<file path="config.mk">
export PLATFORM = sky130hd
export DESIGN_NAME = sliding_window_minimum_heap
export DESIGN_NICKNAME = d
export VERILOG_FILES = /design/src/rtl/core/swmh_pkg.sv /design/src/rtl/core/sliding_window_minimum_heap.sv /design/src/rtl/core/swmh_ram.sv
export SDC_FILE = /design/constraint.sdc
export NUM_CORES = 2
export LEC_CHECK = 0
export ABC_AREA = 1
export BUFFER_PORTS_ARGS = -buffer_cell sky130_fd_sc_hd__buf_4
export CORE_UTILIZATION = 57
export DETAILED_ROUTE_END_ITERATION = 12
export PLACE_DENSITY = 0.7
export SKIP_CTS_REPAIR_TIMING = 1
export SYNTH_ARGS = -nofsm -noshare
export SYNTH_HDL_FRONTEND = slang
export SYNTH_SLANG_ARGS = --single-unit
</file>
<file path="constraint.sdc">
create_clock -name aclk -period 19.1 [get_ports aclk]
set_input_delay 1.91 -clock aclk [delete_from_list [all_inputs] [get_ports aclk]]
set_output_delay 1.91 -clock aclk [all_outputs]
set_load 0.01 [all_outputs]
</file>
<file path="src/rtl/core/swmh_pkg.sv">
`timescale 1ns / 1ps
// ----------------------------------------------------------------------------
// swmh_pkg: shared types and constants
// Constants, sequencer types and one helper for the sliding window minimum.
// ----------------------------------------------------------------------------
package swmh_pkg;

    localparam int MAX_WINDOW   = 64;
    localparam int SAMPLE_WIDTH = 32;
    localparam int POS_W        = $clog2(MAX_WINDOW);
    localparam int CFG_W        = 7;
    localparam int CNT_W        = POS_W + 1;
    localparam int DATA_BYTES   = (SAMPLE_WIDTH + 7) / 8;
    localparam int TDATA_W      = DATA_BYTES * 8;
    localparam logic [CFG_W-1:0] WINDOW_RESET = CFG_W'(16);

    typedef enum logic [3:0] {
        ST_IDLE,
        ST_FILL,
        ST_REPL_RD,
        ST_REPL_WR,
        ST_SD_START,
        ST_SD_RD_L,
        ST_SD_RD_R,
        ST_SD_CMP,
        ST_SD_SW1,
        ST_SD_SW2,
        ST_SD_SW3,
        ST_SD_DONE,
        ST_ROOT_RD,
        ST_OUT
    } state_t;

    typedef enum logic [1:0] {
        MODE_BUILD,
        MODE_DOWN,
        MODE_UP
    } mode_t;

    // Compare signed samples: a > b.
    function automatic logic greater(input logic [SAMPLE_WIDTH-1:0] a,
                                     input logic [SAMPLE_WIDTH-1:0] b);
        greater = $signed(a) > $signed(b);
    endfunction

endpackage

</file>
<file path="src/rtl/core/sliding_window_minimum_heap.sv">
`timescale 1ns / 1ps
// ----------------------------------------------------------------------------
// sliding_window_minimum_heap: minimum of the last window_size samples
// Indexed binary min-heap in RAM, walked by one compare/swap sequencer.
// ----------------------------------------------------------------------------
// Usage:
//   s_axis_* carries one signed 32-bit sample per item. m_axis_* returns the
//   window minimum once the window is full; a filling item gives no result.
//   window_size is written through cfg_we/cfg_wdata while idle; each write
//   restarts the window empty (0 acts as 1, above 64 saturates to 64).
// Timing:
//   s_axis_tready is low while an item is processed. A sift runs its start,
//   read of both children, compare and finish, plus two swap writes and a
//   re-read for each level it swaps. A replacement that sifts down does so
//   from the replaced position (heap depth 6 for a window of 64); one that
//   goes up sifts every ancestor in turn. The build when the window fills
//   sifts window/2 roots.
//   The result waits in an output register; while m_axis_tready is low the
//   block holds it and takes no new item.
// Reset:
//   aresetn low empties the window and sets window_size to 16.
// ----------------------------------------------------------------------------
module sliding_window_minimum_heap (
    input  logic                              aclk,
    input  logic                              aresetn,
    input  logic                              cfg_we,
    input  logic [swmh_pkg::CFG_W-1:0]        cfg_wdata,   // window_size
    input  logic                              s_axis_tvalid,
    output logic                              s_axis_tready,
    input  logic [swmh_pkg::TDATA_W-1:0]      s_axis_tdata, // [31:0] sample
    output logic                              m_axis_tvalid,
    input  logic                              m_axis_tready,
    output logic [swmh_pkg::TDATA_W-1:0]      m_axis_tdata  // [31:0] window_min
);

    localparam int PW = swmh_pkg::POS_W;
    localparam int CW = swmh_pkg::CNT_W;
    localparam int SW = swmh_pkg::SAMPLE_WIDTH;

    swmh_pkg::state_t state_reg, state_next;
    swmh_pkg::mode_t  mode_reg, mode_next;

    logic [swmh_pkg::CFG_W-1:0] wsize_reg;
    logic [CW-1:0] n_eff;
    logic [CW-1:0] fill_reg, fill_next;
    logic [PW-1:0] oldest_reg, oldest_next;
    logic [SW-1:0] key_reg, key_next;
    logic [PW-1:0] pos_reg, pos_next;    // sift position
    logic [CW-1:0] root_reg, root_next;  // build / upward walk
    logic [SW-1:0] pv_reg, pv_next, lv_reg, lv_next;
    logic [PW-1:0] ps_reg, ps_next, ls_reg, ls_next;
    logic [PW-1:0] m_reg, m_next;        // chosen child position
    logic [SW-1:0] mv_reg, mv_next;
    logic [PW-1:0] ms_reg, ms_next;
    logic          up_reg, up_next;
    logic [SW-1:0] out_reg;
    logic          out_valid_reg;

    // RAM ports
    logic          hv_we, hs_we, sp_we;
    logic [PW-1:0] hv_addr, hs_addr, sp_addr;
    logic [SW-1:0] hv_wdata, hv_rdata;
    logic [PW-1:0] hs_wdata, hs_rdata, sp_wdata, sp_rdata;

    swmh_ram #(.WIDTH(SW), .DEPTH(swmh_pkg::MAX_WINDOW)) u_heap_value (
        .aclk(aclk), .we(hv_we), .addr(hv_addr), .wdata(hv_wdata), .rdata(hv_rdata));
    swmh_ram #(.WIDTH(PW), .DEPTH(swmh_pkg::MAX_WINDOW)) u_heap_slot (
        .aclk(aclk), .we(hs_we), .addr(hs_addr), .wdata(hs_wdata), .rdata(hs_rdata));
    swmh_ram #(.WIDTH(PW), .DEPTH(swmh_pkg::MAX_WINDOW)) u_slot_pos (
        .aclk(aclk), .we(sp_we), .addr(sp_addr), .wdata(sp_wdata), .rdata(sp_rdata));

    always_comb begin
        if (wsize_reg == '0) begin
            n_eff = CW'(1);
        end else if ({1'b0, wsize_reg} > (swmh_pkg::CFG_W + 1)'(swmh_pkg::MAX_WINDOW)) begin
            n_eff = CW'(swmh_pkg::MAX_WINDOW);
        end else begin
            n_eff = CW'(wsize_reg);
        end
    end

    logic [CW:0] lpos, rpos;
    logic        l_ok, r_ok;
    assign lpos = (CW + 1)'({pos_reg, 1'b1});
    assign rpos = lpos + (CW + 1)'(1);
    assign l_ok = lpos < {1'b0, n_eff};
    assign r_ok = rpos < {1'b0, n_eff};

    assign s_axis_tready = (state_reg == swmh_pkg::ST_IDLE) && !out_valid_reg;
    assign m_axis_tvalid = out_valid_reg;
    assign m_axis_tdata  = swmh_pkg::TDATA_W'(out_reg);

    // Next state
    always_comb begin
        state_next  = state_reg;
        mode_next   = mode_reg;
        fill_next   = fill_reg;
        oldest_next = oldest_reg;
        key_next    = key_reg;
        pos_next    = pos_reg;
        root_next   = root_reg;
        pv_next = pv_reg; lv_next = lv_reg;
        ps_next = ps_reg; ls_next = ls_reg;
        m_next = m_reg; mv_next = mv_reg; ms_next = ms_reg;
        up_next = up_reg;
        unique case (state_reg)
            swmh_pkg::ST_IDLE: begin
                if (s_axis_tvalid && s_axis_tready) begin
                    key_next = s_axis_tdata[SW-1:0];
                    if (fill_reg < n_eff) begin
                        state_next = swmh_pkg::ST_FILL;
                    end else begin
                        state_next = swmh_pkg::ST_REPL_RD;
                    end
                end
            end
            swmh_pkg::ST_FILL: begin
                fill_next = fill_reg + CW'(1);
                if (fill_reg + CW'(1) < n_eff) begin
                    state_next = swmh_pkg::ST_IDLE;
                end else begin
                    oldest_next = '0;
                    mode_next   = swmh_pkg::MODE_BUILD;
                    root_next   = n_eff >> 1;
                    if ((n_eff >> 1) == '0) begin
                        state_next = swmh_pkg::ST_ROOT_RD;
                    end else begin
                        pos_next   = PW'((n_eff >> 1) - CW'(1));
                        root_next  = (n_eff >> 1) - CW'(1);
                        state_next = swmh_pkg::ST_SD_START;
                    end
                end
            end
            swmh_pkg::ST_REPL_RD: begin
                // slot_position read issued at oldest slot
                state_next = swmh_pkg::ST_REPL_WR;
            end
            swmh_pkg::ST_REPL_WR: begin
                // read the value being replaced
                pos_next    = sp_rdata;
                state_next  = swmh_pkg::ST_SD_RD_L;
                up_next     = 1'b1;  // marks replacement compare pending
                oldest_next = (CW'(oldest_reg) + CW'(1) >= n_eff) ? '0 : oldest_reg + PW'(1);
            end
            swmh_pkg::ST_SD_START: begin
                state_next = swmh_pkg::ST_SD_RD_L;
                up_next    = 1'b0;
            end
            swmh_pkg::ST_SD_RD_L: begin
                if (up_reg) begin
                    // previous value of replaced position arrives now
                    if (swmh_pkg::greater(key_reg, hv_rdata)) begin
                        mode_next = swmh_pkg::MODE_DOWN;
                    end else begin
                        mode_next = swmh_pkg::MODE_UP;
                    end
                    pv_next = key_reg;
                    ps_next = oldest_reg == '0 ? PW'(n_eff - CW'(1)) : oldest_reg - PW'(1);
                    up_next = 1'b0;
                    if (swmh_pkg::greater(key_reg, hv_rdata)) begin
                        // re-read the written position before sifting down
                        state_next = swmh_pkg::ST_SD_START;
                    end else begin
                        root_next  = CW'(pos_reg);
                        state_next = swmh_pkg::ST_SD_DONE;
                    end
                end else begin
                    pv_next    = hv_rdata;
                    ps_next    = hs_rdata;
                    state_next = swmh_pkg::ST_SD_RD_R;
                end
            end
            swmh_pkg::ST_SD_RD_R: begin
                lv_next    = hv_rdata;
                ls_next    = hs_rdata;
                state_next = swmh_pkg::ST_SD_CMP;
            end
            swmh_pkg::ST_SD_CMP: begin
                m_next  = pos_reg;
                mv_next = pv_reg;
                ms_next = ps_reg;
                if (l_ok && swmh_pkg::greater(pv_reg, lv_reg)) begin
                    m_next = PW'(lpos); mv_next = lv_reg; ms_next = ls_reg;
                end
                if (r_ok && swmh_pkg::greater(
                        (l_ok && swmh_pkg::greater(pv_reg, lv_reg)) ? lv_reg : pv_reg,
                        hv_rdata)) begin
                    m_next = PW'(rpos); mv_next = hv_rdata; ms_next = hs_rdata;
                end
                if (m_next == pos_reg) begin
                    state_next = swmh_pkg::ST_SD_DONE;
                end else begin
                    state_next = swmh_pkg::ST_SD_SW1;
                end
            end
            swmh_pkg::ST_SD_SW1: state_next = swmh_pkg::ST_SD_SW2;
            swmh_pkg::ST_SD_SW2: state_next = swmh_pkg::ST_SD_SW3;
            swmh_pkg::ST_SD_SW3: begin
                pos_next   = m_reg;
                state_next = swmh_pkg::ST_SD_RD_L;
                // parent value at new position is the moved value
            end
            swmh_pkg::ST_SD_DONE: begin
                unique case (mode_reg)
                    swmh_pkg::MODE_BUILD: begin
                        if (root_reg == '0) begin
                            state_next = swmh_pkg::ST_ROOT_RD;
                        end else begin
                            root_next  = root_reg - CW'(1);
                            pos_next   = PW'(root_reg - CW'(1));
                            state_next = swmh_pkg::ST_SD_START;
                        end
                    end
                    swmh_pkg::MODE_DOWN: state_next = swmh_pkg::ST_ROOT_RD;
                    default: begin
                        if (root_reg == '0) begin
                            state_next = swmh_pkg::ST_ROOT_RD;
                        end else begin
                            root_next  = (root_reg - CW'(1)) >> 1;
                            pos_next   = PW'((root_reg - CW'(1)) >> 1);
                            state_next = swmh_pkg::ST_SD_START;
                        end
                    end
                endcase
            end
            swmh_pkg::ST_ROOT_RD: state_next = swmh_pkg::ST_OUT;
            swmh_pkg::ST_OUT:     state_next = swmh_pkg::ST_IDLE;
            default:              state_next = swmh_pkg::ST_IDLE;
        endcase
    end

    // RAM control
    always_comb begin
        hv_we = 1'b0; hs_we = 1'b0; sp_we = 1'b0;
        hv_addr = pos_reg; hs_addr = pos_reg; sp_addr = oldest_reg;
        hv_wdata = key_reg; hs_wdata = pos_reg; sp_wdata = pos_reg;
        unique case (state_reg)
            swmh_pkg::ST_FILL: begin
                hv_we = 1'b1; hs_we = 1'b1; sp_we = 1'b1;
                hv_addr = PW'(fill_reg); hs_addr = PW'(fill_reg);
                sp_addr = PW'(fill_reg);
                hs_wdata = PW'(fill_reg); sp_wdata = PW'(fill_reg);
            end
            swmh_pkg::ST_REPL_RD: sp_addr = oldest_reg;
            swmh_pkg::ST_REPL_WR: begin
                // read old value, then overwrite with the new sample
                hv_addr = sp_rdata;
            end
            swmh_pkg::ST_SD_RD_L: begin
                if (up_reg) begin
                    // commit the replacement write
                    hv_we = 1'b1; hs_we = 1'b1; sp_we = 1'b1;
                    hv_addr = pos_reg; hs_addr = pos_reg;
                    hv_wdata = key_reg;
                    hs_wdata = oldest_reg == '0 ? PW'(n_eff - CW'(1)) : oldest_reg - PW'(1);
                    sp_addr  = hs_wdata;
                    sp_wdata = pos_reg;
                end else begin
                    hv_addr = PW'(lpos); hs_addr = PW'(lpos);
                end
            end
            swmh_pkg::ST_SD_START: begin
                hv_addr = pos_reg; hs_addr = pos_reg;
            end
            swmh_pkg::ST_SD_RD_R: begin
                hv_addr = PW'(rpos); hs_addr = PW'(rpos);
            end
            swmh_pkg::ST_SD_SW1: begin
                hv_we = 1'b1; hs_we = 1'b1; sp_we = 1'b1;
                hv_addr = pos_reg; hs_addr = pos_reg;
                hv_wdata = mv_reg; hs_wdata = ms_reg;
                sp_addr = ms_reg; sp_wdata = pos_reg;
            end
            swmh_pkg::ST_SD_SW2: begin
                hv_we = 1'b1; hs_we = 1'b1; sp_we = 1'b1;
                hv_addr = m_reg; hs_addr = m_reg;
                hv_wdata = pv_reg; hs_wdata = ps_reg;
                sp_addr = ps_reg; sp_wdata = m_reg;
            end
            swmh_pkg::ST_SD_SW3: begin
                hv_addr = m_reg; hs_addr = m_reg;
            end
            swmh_pkg::ST_ROOT_RD: begin
                hv_addr = '0;
            end
            default: ;
        endcase
    end

    always_ff @(posedge aclk) begin
        if (!aresetn) begin
            state_reg     <= swmh_pkg::ST_IDLE;
            mode_reg      <= swmh_pkg::MODE_BUILD;
            wsize_reg     <= swmh_pkg::WINDOW_RESET;
            fill_reg      <= '0;
            oldest_reg    <= '0;
            up_reg        <= 1'b0;
            out_valid_reg <= 1'b0;
        end else begin
            state_reg  <= state_next;
            mode_reg   <= mode_next;
            up_reg     <= up_next;
            if (state_reg == swmh_pkg::ST_OUT) begin
                out_valid_reg <= 1'b1;
            end else if (m_axis_tready) begin
                out_valid_reg <= 1'b0;
            end
            if (cfg_we) begin
                wsize_reg  <= cfg_wdata;
                fill_reg   <= '0;
                oldest_reg <= '0;
            end else begin
                fill_reg   <= fill_next;
                oldest_reg <= oldest_next;
            end
        end
    end

    // After a swap the sifted value sits at m_reg; SW3 re-reads it so the
    // next level starts from the RAM contents.
    always_ff @(posedge aclk) begin
        key_reg  <= key_next;
        pos_reg  <= pos_next;
        root_reg <= root_next;
        pv_reg <= pv_next; lv_reg <= lv_next;
        ps_reg <= ps_next; ls_reg <= ls_next;
        m_reg <= m_next; mv_reg <= mv_next; ms_reg <= ms_next;
        if (state_reg == swmh_pkg::ST_OUT) begin
            out_reg <= hv_rdata;
        end
    end

endmodule

</file>
<file path="src/rtl/core/swmh_ram.sv">
`timescale 1ns / 1ps
// ----------------------------------------------------------------------------
// swmh_ram: generic single-port RAM
// One write or read per cycle, registered read data.
// ----------------------------------------------------------------------------
module swmh_ram #(
    parameter int WIDTH = 32,
    parameter int DEPTH = 64
) (
    input  logic                     aclk,
    input  logic                     we,
    input  logic [$clog2(DEPTH)-1:0] addr,
    input  logic [WIDTH-1:0]         wdata,
    output logic [WIDTH-1:0]         rdata
);

    logic [WIDTH-1:0] mem [DEPTH];

    always_ff @(posedge aclk) begin
        if (we) begin
            mem[addr] <= wdata;
        end
        rdata <= mem[addr];
    end

endmodule

</file>
# Word level (Yosys, flattened, before mapping)
# Memory sizes are Yosys's and may differ from the RTL's. A register that Yosys moved wholly into a read port is not among the register bits.
# Index checks and enable logic that the tools add are counted.
[classes]
add_sub_neg = 8
magnitude_cmp = 9
eq_ne = 22
n_mux = 59
bitwise_logic = 1
reduce_logical = 27
[ops]
columns = ["cell", "n"]
rows = [
  ["$gt 32x32->1", 3],
  ["$mux 32", 3],
  ["$mux 6", 16],
  ["$pmux 6 s4", 4],
  ["$pmux 32 s2", 1],
  ["$mux 7", 8],
  ["$pmux 4 s11", 1],
  ["$pmux 6 s2", 3],
  ["$pmux 6 s6", 1],
  ["$mux 4", 7],
  ["$eq 4x4->1 const B", 6],
  ["$logic_not 7->1", 3],
  ["$lt 7x7->1", 3],
  ["$pmux 7 s3", 1],
  ["$eq 4x3->1 const B", 4],
  ["$pmux 7 s2", 1],
  ["$ne 2x2->1 const B", 6],
  ["$sub 6x1->6 const B", 2],
  ["$mux 2", 5],
  ["$add 7x1->8 const B", 1],
  ["$eq 4x2->1 const B", 2],
  ["$lt 8x7->1", 1],
  ["$reduce_bool 2->1", 4],
  ["$add 6x1->7 const B", 1],
  ["27 further kinds", 39],
]
[word_totals]
regBits = 225
mem_bits_rw = 2816
in_bits = 44
elab_cells = 147
memories = 3
[memory_table]
columns = ["name", "words", "word_bits", "rd", "rd_ports_with_merged_regs", "write_ports", "line_no", "source"]
rows = [
  ["u_heap_value.mem", 64, 32, 1, 1, 1, "swmh_ram.sv:17", "logic [WIDTH-1:0] mem [DEPTH];"],
  ["u_heap_slot.mem", 64, 6, 1, 1, 1, "swmh_ram.sv:17", ""],
  ["u_slot_pos.mem", 64, 6, 1, 1, 1, "swmh_ram.sv:17", ""],
]

# Longest topological paths before layout
[logic_depth]
depth_word = 13
ltp_mapped = 38
mapped_depth_nobuf = 36

# Cells and area by module
# From an unflattened synthesis, not the netlist that was laid out.
[unflattened]
cells_unflattened = 13396
area_unflattened_um2 = 133790.8
[modules_own_cells]
columns = ["module", "instances", "cells_per_inst", "area_each_um2"]
rows = [
  ["swmh_ram at u_heap_value", 1, 8440, 86503.0],
  ["swmh_ram at u_slot_pos", 1, 1642, 16642.2],
  ["swmh_ram at u_heap_slot", 1, 1648, 16627.2],
  ["sliding_window_minimum_heap", 1, 1666, 14018.4],
]

# Worst setup path before layout
# Ideal clock, no wire load.
[synth_timing]
path_type = "register -> register"
start = "register state_reg[1]"
end = "memory u_heap_value.mem[12][0] (enable)"
setup_time_ps = 502
arrival_ps = 6177
t_required_ps = 18598
setup_slack_ps = 12421
stages_incl_launch_ff = 11
period_less_slack_ps = 6679
cell_sequence = "dfxtp_1 > nand2_1 > nor2_2 > inv_2 > nand3_1 > nor2_1 > nor2_2 > buf_2 > buf_2 > nand4_1 > nor4_1"
[synth_via]
elab_chain_cells = 5
elab_cells_between_ends = 14
classes_between = "eq/ne (8); mux (4); reduce/logical (2)"
[synth_rtl]
columns = ["item", "line_no", "source"]
rows = [
  ["start: declaration", "sliding_window_minimum_heap.sv:40", "swmh_pkg::state_t state_reg, state_next;"],
  ["start signal: assignment", "sliding_window_minimum_heap.sv:292", "state_reg <= swmh_pkg::ST_IDLE;"],
  ["start signal: assignment", "sliding_window_minimum_heap.sv:300", "state_reg <= state_next;"],
  ["$eq 4x4->1 or $eq 4x1->1 (tied branches)", "sliding_window_minimum_heap.sv:237", "unique case (state_reg)"],
  ["$reduce_or 3->1 (no source line)", "n/a", ""],
  ["$pmux 1 s2", "sliding_window_minimum_heap.sv:237", ""],
  ["$mux 1", "swmh_ram.sv:20", "if (we) begin"],
  ["$mux 1 (implied by the code)", "swmh_ram.sv:21", "mem[addr] <= wdata;"],
  ["end: declaration", "swmh_ram.sv:17", ""],
]
# Parallel ways exist; a longest one is shown, timed or not.

# Worst setup path in the final report
[layout_timing]
start = "register state_reg[2]"
end = "register u_heap_value.rdata[0], read port of u_heap_value.mem"
[layout_via]
elab_chain_cells = 3
elab_cells_between_ends = 9
classes_between = "eq/ne (7); mux (1); reduce/logical (1)"
[layout_rtl]
columns = ["item", "line_no", "source"]
rows = [
  ["$eq 4x4->1", "sliding_window_minimum_heap.sv:237", ""],
  ["$reduce_or 2->1 (no source line)", "n/a", ""],
  ["$pmux 6 s6 (*)", "sliding_window_minimum_heap.sv:237", ""],
  ["end: declaration", "swmh_ram.sv:14", "output logic [WIDTH-1:0] rdata"],
]
# Mark *: on every way between the ends. The rest lies on a longest branch, timed or not.
# A chain may end at the register's enable or synchronous reset.

==> metrics.txt <==
H-tree lvl count=5; DR iter-0 viols=13.2k; post-synthesis sequential area ratio=a little over 70%; full die area=between 200000 and 250000 sq um; total track usage=approximately a third; CTS sink cnt=3085; min-delay worst type=flop to flop; CP Cell Sequence=nand2_1, nor2_4, buf_4, a21oi_1, o21ai_1, nor2_1, nand2_1, nand2_8, inv_8, buf_4, buf_4, buf_4, nand2_1, a21oi_1, o21ai_1, nand2_1, nand2_1, nand2_1, nor2_1, nand2_1; WL per Instance=25.8 um; crit path DAT=8.61 ns; largest net degree at the start of global routing=184; Setup WS pre-CTS=11.69 ns; highest clock rate=130 MHz; FF-to-FF setup slack=between 10 and 15 ns; Final Max Slew Viols=0; post-route clock period utilization=40.4%; syn avg cell area=11.3 sq um; CP Capture Type=flop; Clk Latency, worst-skew pair=0.99 ns; most frequent CP cell=nand2_1; Fillers=~17k; XOR/XNOR share of the synthesized area=0.109%; syn_nets=between 10k and 15k; root buffer cell=clkbuf_16; total grt overflow=0; max-cap viol count=0; DR vias/cell=just over 6; YS warnings=0; outcome=finished clean; Pleak=51.4 nW; EDFF count, synth=3013; asr flop ratio synth=0%; first-pass GRT wire length=552 mm; core area=about 220000 sq um; post-synthesis cell count=~11k; CP Buf/Inv Count=5; synth unique cells=55; post-layout net count=11.6k; RSZ-0062 raised after global routing=false; total negative slack=0 ns; area of the multi-input gates=33600 sq um; worst-path fanout max=132; antenna violations before repair=12; Top Registers=u_heap_value.mem: 2048 flops, u_heap_slot.mem: 384 flops, u_slot_pos.mem: 384 flops; Post-Synth Simple-Gate Area=between 10 and 15%; WP data required=between 15 and 20 ns; P per Cell Area=149 nW/um^2; Synth Area in Compound Gates=under 10%; Hold WS=0.520 ns; CTS Buf Count=325; DRT Wirelength=377 mm; Final Hold Vio Count=0; Yosys reg bits=3085; Clock Tree Buf Depth=4; final worst slack=11.38 ns; Finished Core Util=63.9%; critical path's top delay family=buffers and inverters; CP Launch Type=flop; row cnt=between 150 and 200; vias in the first global route=84.2k; Setup CP Type=flop to flop; clock skew=0.0822 ns; max FFs per register=2048; DRC=0; Worst-Margin Slew=about 1.4 ns; starting density of the core=57.6%; DIE WIDTH=approximately 480 um; DRT antenna net count=0; RePlAce Congestion=0.896; mux share of post-synthesis cell area=0%; DR pass1 iterations=7; crit-path max cell delay=0.86 ns; adder-cell share of the synthesized area=1.30%; Largest Register=u_heap_value.mem; final setup violation count=0; Reg area=91900 sq um; Die Ht=477 um; Area growth syn-to-layout=10.9%; Peak supply drop=0.126 mV; Synth Cell Area=129000 sq um; Ports=78; crit path time final=7.72 ns; largest family of logic cells by synthesized area=simple AND/OR/NAND/NOR gates; IO buf count=77; CTS clk-pin slew, worst paths=0.06 ns; Slew headroom=8.59%; Post-synth top flop=edfxtp_1; HPWL reported at the end of detailed placement=212 mm; Slowest cell on crit path=buf_4; Vias=89.3k; fraction of layout cells with a size suffix above 1=7.63%; CTS tree=built
-- cells in the final DEF (no fill, tap or decap), types with 9 or more instances in the layout --
master      synthesis  final
a21o_1              9      9
a21oi_1          1428   1427
buf_4               9    269
bufinv_16           0     25
clkbuf_1          247     74
clkbuf_16           0    331
clkinv_1            9     71
clkinv_2            0     49
clkinvlp_4          0      9
dfxtp_1            72     71
edfxtp_1         3013   3013
ha_1              134    134
inv_1             247    246
inv_2              27     23
nand2_1          4240   4237
nand3_1           128     96
nand3_2             0     32
nand4_1            69     69
nor2_1            447    381
nor2_4              3     71
nor3_1             19     18
o2111ai_1          10     10
o21ai_0           279    278
o21ai_1           522    522
o22ai_1            15     15
xor2_1             13     13
-- synth_stat cells (4+ instances only) --
| library cell | instances | area (sq um) |
|---|---|---|
| nor2_1 | 447 | 1680 |
| or2_2 | 8 | 50.1 |
| o21a_1 | 5 | 37.5 |
| nand3b_1 | 4 | 30.0 |
| a21o_1 | 9 | 67.6 |
| clkbuf_1 | 247 | 927 |
| nor2_2 | 6 | 37.5 |
| o221ai_1 | 4 | 35.0 |
| buf_2 | 334 | 1670 |
| nor3_2 | 6 | 60.1 |
| o211ai_1 | 8 | 60.1 |
| dfxtp_1 | 72 | 1440 |
| o21ai_1 | 522 | 2610 |
| a211oi_1 | 5 | 37.5 |
| xor2_1 | 13 | 114 |
| inv_2 | 27 | 101 |
| nand4_1 | 69 | 432 |
| edfxtp_1 | 3013 | 90500 |
| a21oi_1 | 1428 | 7150 |
| buf_4 | 9 | 67.6 |
| a22oi_1 | 7 | 52.6 |
| o2111ai_1 | 10 | 87.6 |
| clkinv_1 | 9 | 33.8 |
| nand2_1 | 4240 | 15900 |
| or2_1 | 5 | 31.3 |
| nand3_1 | 128 | 641 |
| inv_1 | 247 | 927 |
| buf_1 | 36 | 135 |
| nand2_2 | 4 | 25.0 |
| ha_1 | 134 | 1680 |
| o22ai_1 | 15 | 93.8 |
| o21ai_0 | 279 | 1400 |
| nor3_1 | 19 | 95.1 |
-- path summary, 6_finish.rpt --
| path | startpoint | endpoint | cells past startpoint |
|---|---|---|---|
| worst min register to register | mode_reg[1]$_SDFFE_PN0P_ | mode_reg[1]$_SDFFE_PN0P_ | 2 |
| worst max register to register | state_reg[2]$_SDFFE_PN0P_ | u_heap_value.rdata[0]$_DFF_P_ | 20 |
| worst min-delay path | mode_reg[1]$_SDFFE_PN0P_ | mode_reg[1]$_SDFFE_PN0P_ | 2 |
| worst max-delay path | state_reg[2]$_SDFFE_PN0P_ | u_heap_value.rdata[0]$_DFF_P_ | 20 |
-- stage by stage --
stage          total power, mW  std cells  instance area [sq um]
2_1_floorplan             12.7      11400                 129000
3_3_place_gp              15.1      14000                 133000
3_5_place_dp              15.2      14000                 133000
4_1_cts                   21.2      14600                 143000
5_1_grt                   22.1      14600                 143000
6_report                  21.3      14600                 143000
-- cell type report --
type,instances,share of cell area [%]
clock buffers,413,6.08
clock inverters,152,0.952
well taps,2975,2.61
repair buffers,277,1.53
multi-input cells,7408,23.6
inverters,283,0.764
flip-flops and latches,3085,64.5
diodes,4,0.00702
-- routing by layer --
metal  up-vias  global-route usage [%]  wire (um)
met1     43400                    48.0     150000
li1      39600                       -          -
met5         -                       0         26
met3       760                    7.58      48600
met4         4                    10.8      12200
met2      5659                    48.0     166000
-- power breakdown --
part	internal (mW)	leakage [nW]	total, mW	switching [mW]
clock network	3.53	4.90	6.08	2.55
logic	1.55	18.7	6.82	5.27
registers	8.19	27.7	8.41	0.215
-- tightest hold or removal path, cell delays in order, from the launching register on --
cell and delay (ns):
dfxtp_1 0.33, nand3_1 0.08, a21oi_1 0.06
-- kinds of logic after synthesis --
logic type      after synthesis
simple gates               4948
flops                      3085
compound gates             2310
buf+inv                     911
fa+ha+maj                   134
xor+xnor                     16
(Power assumes the default switching activity.)
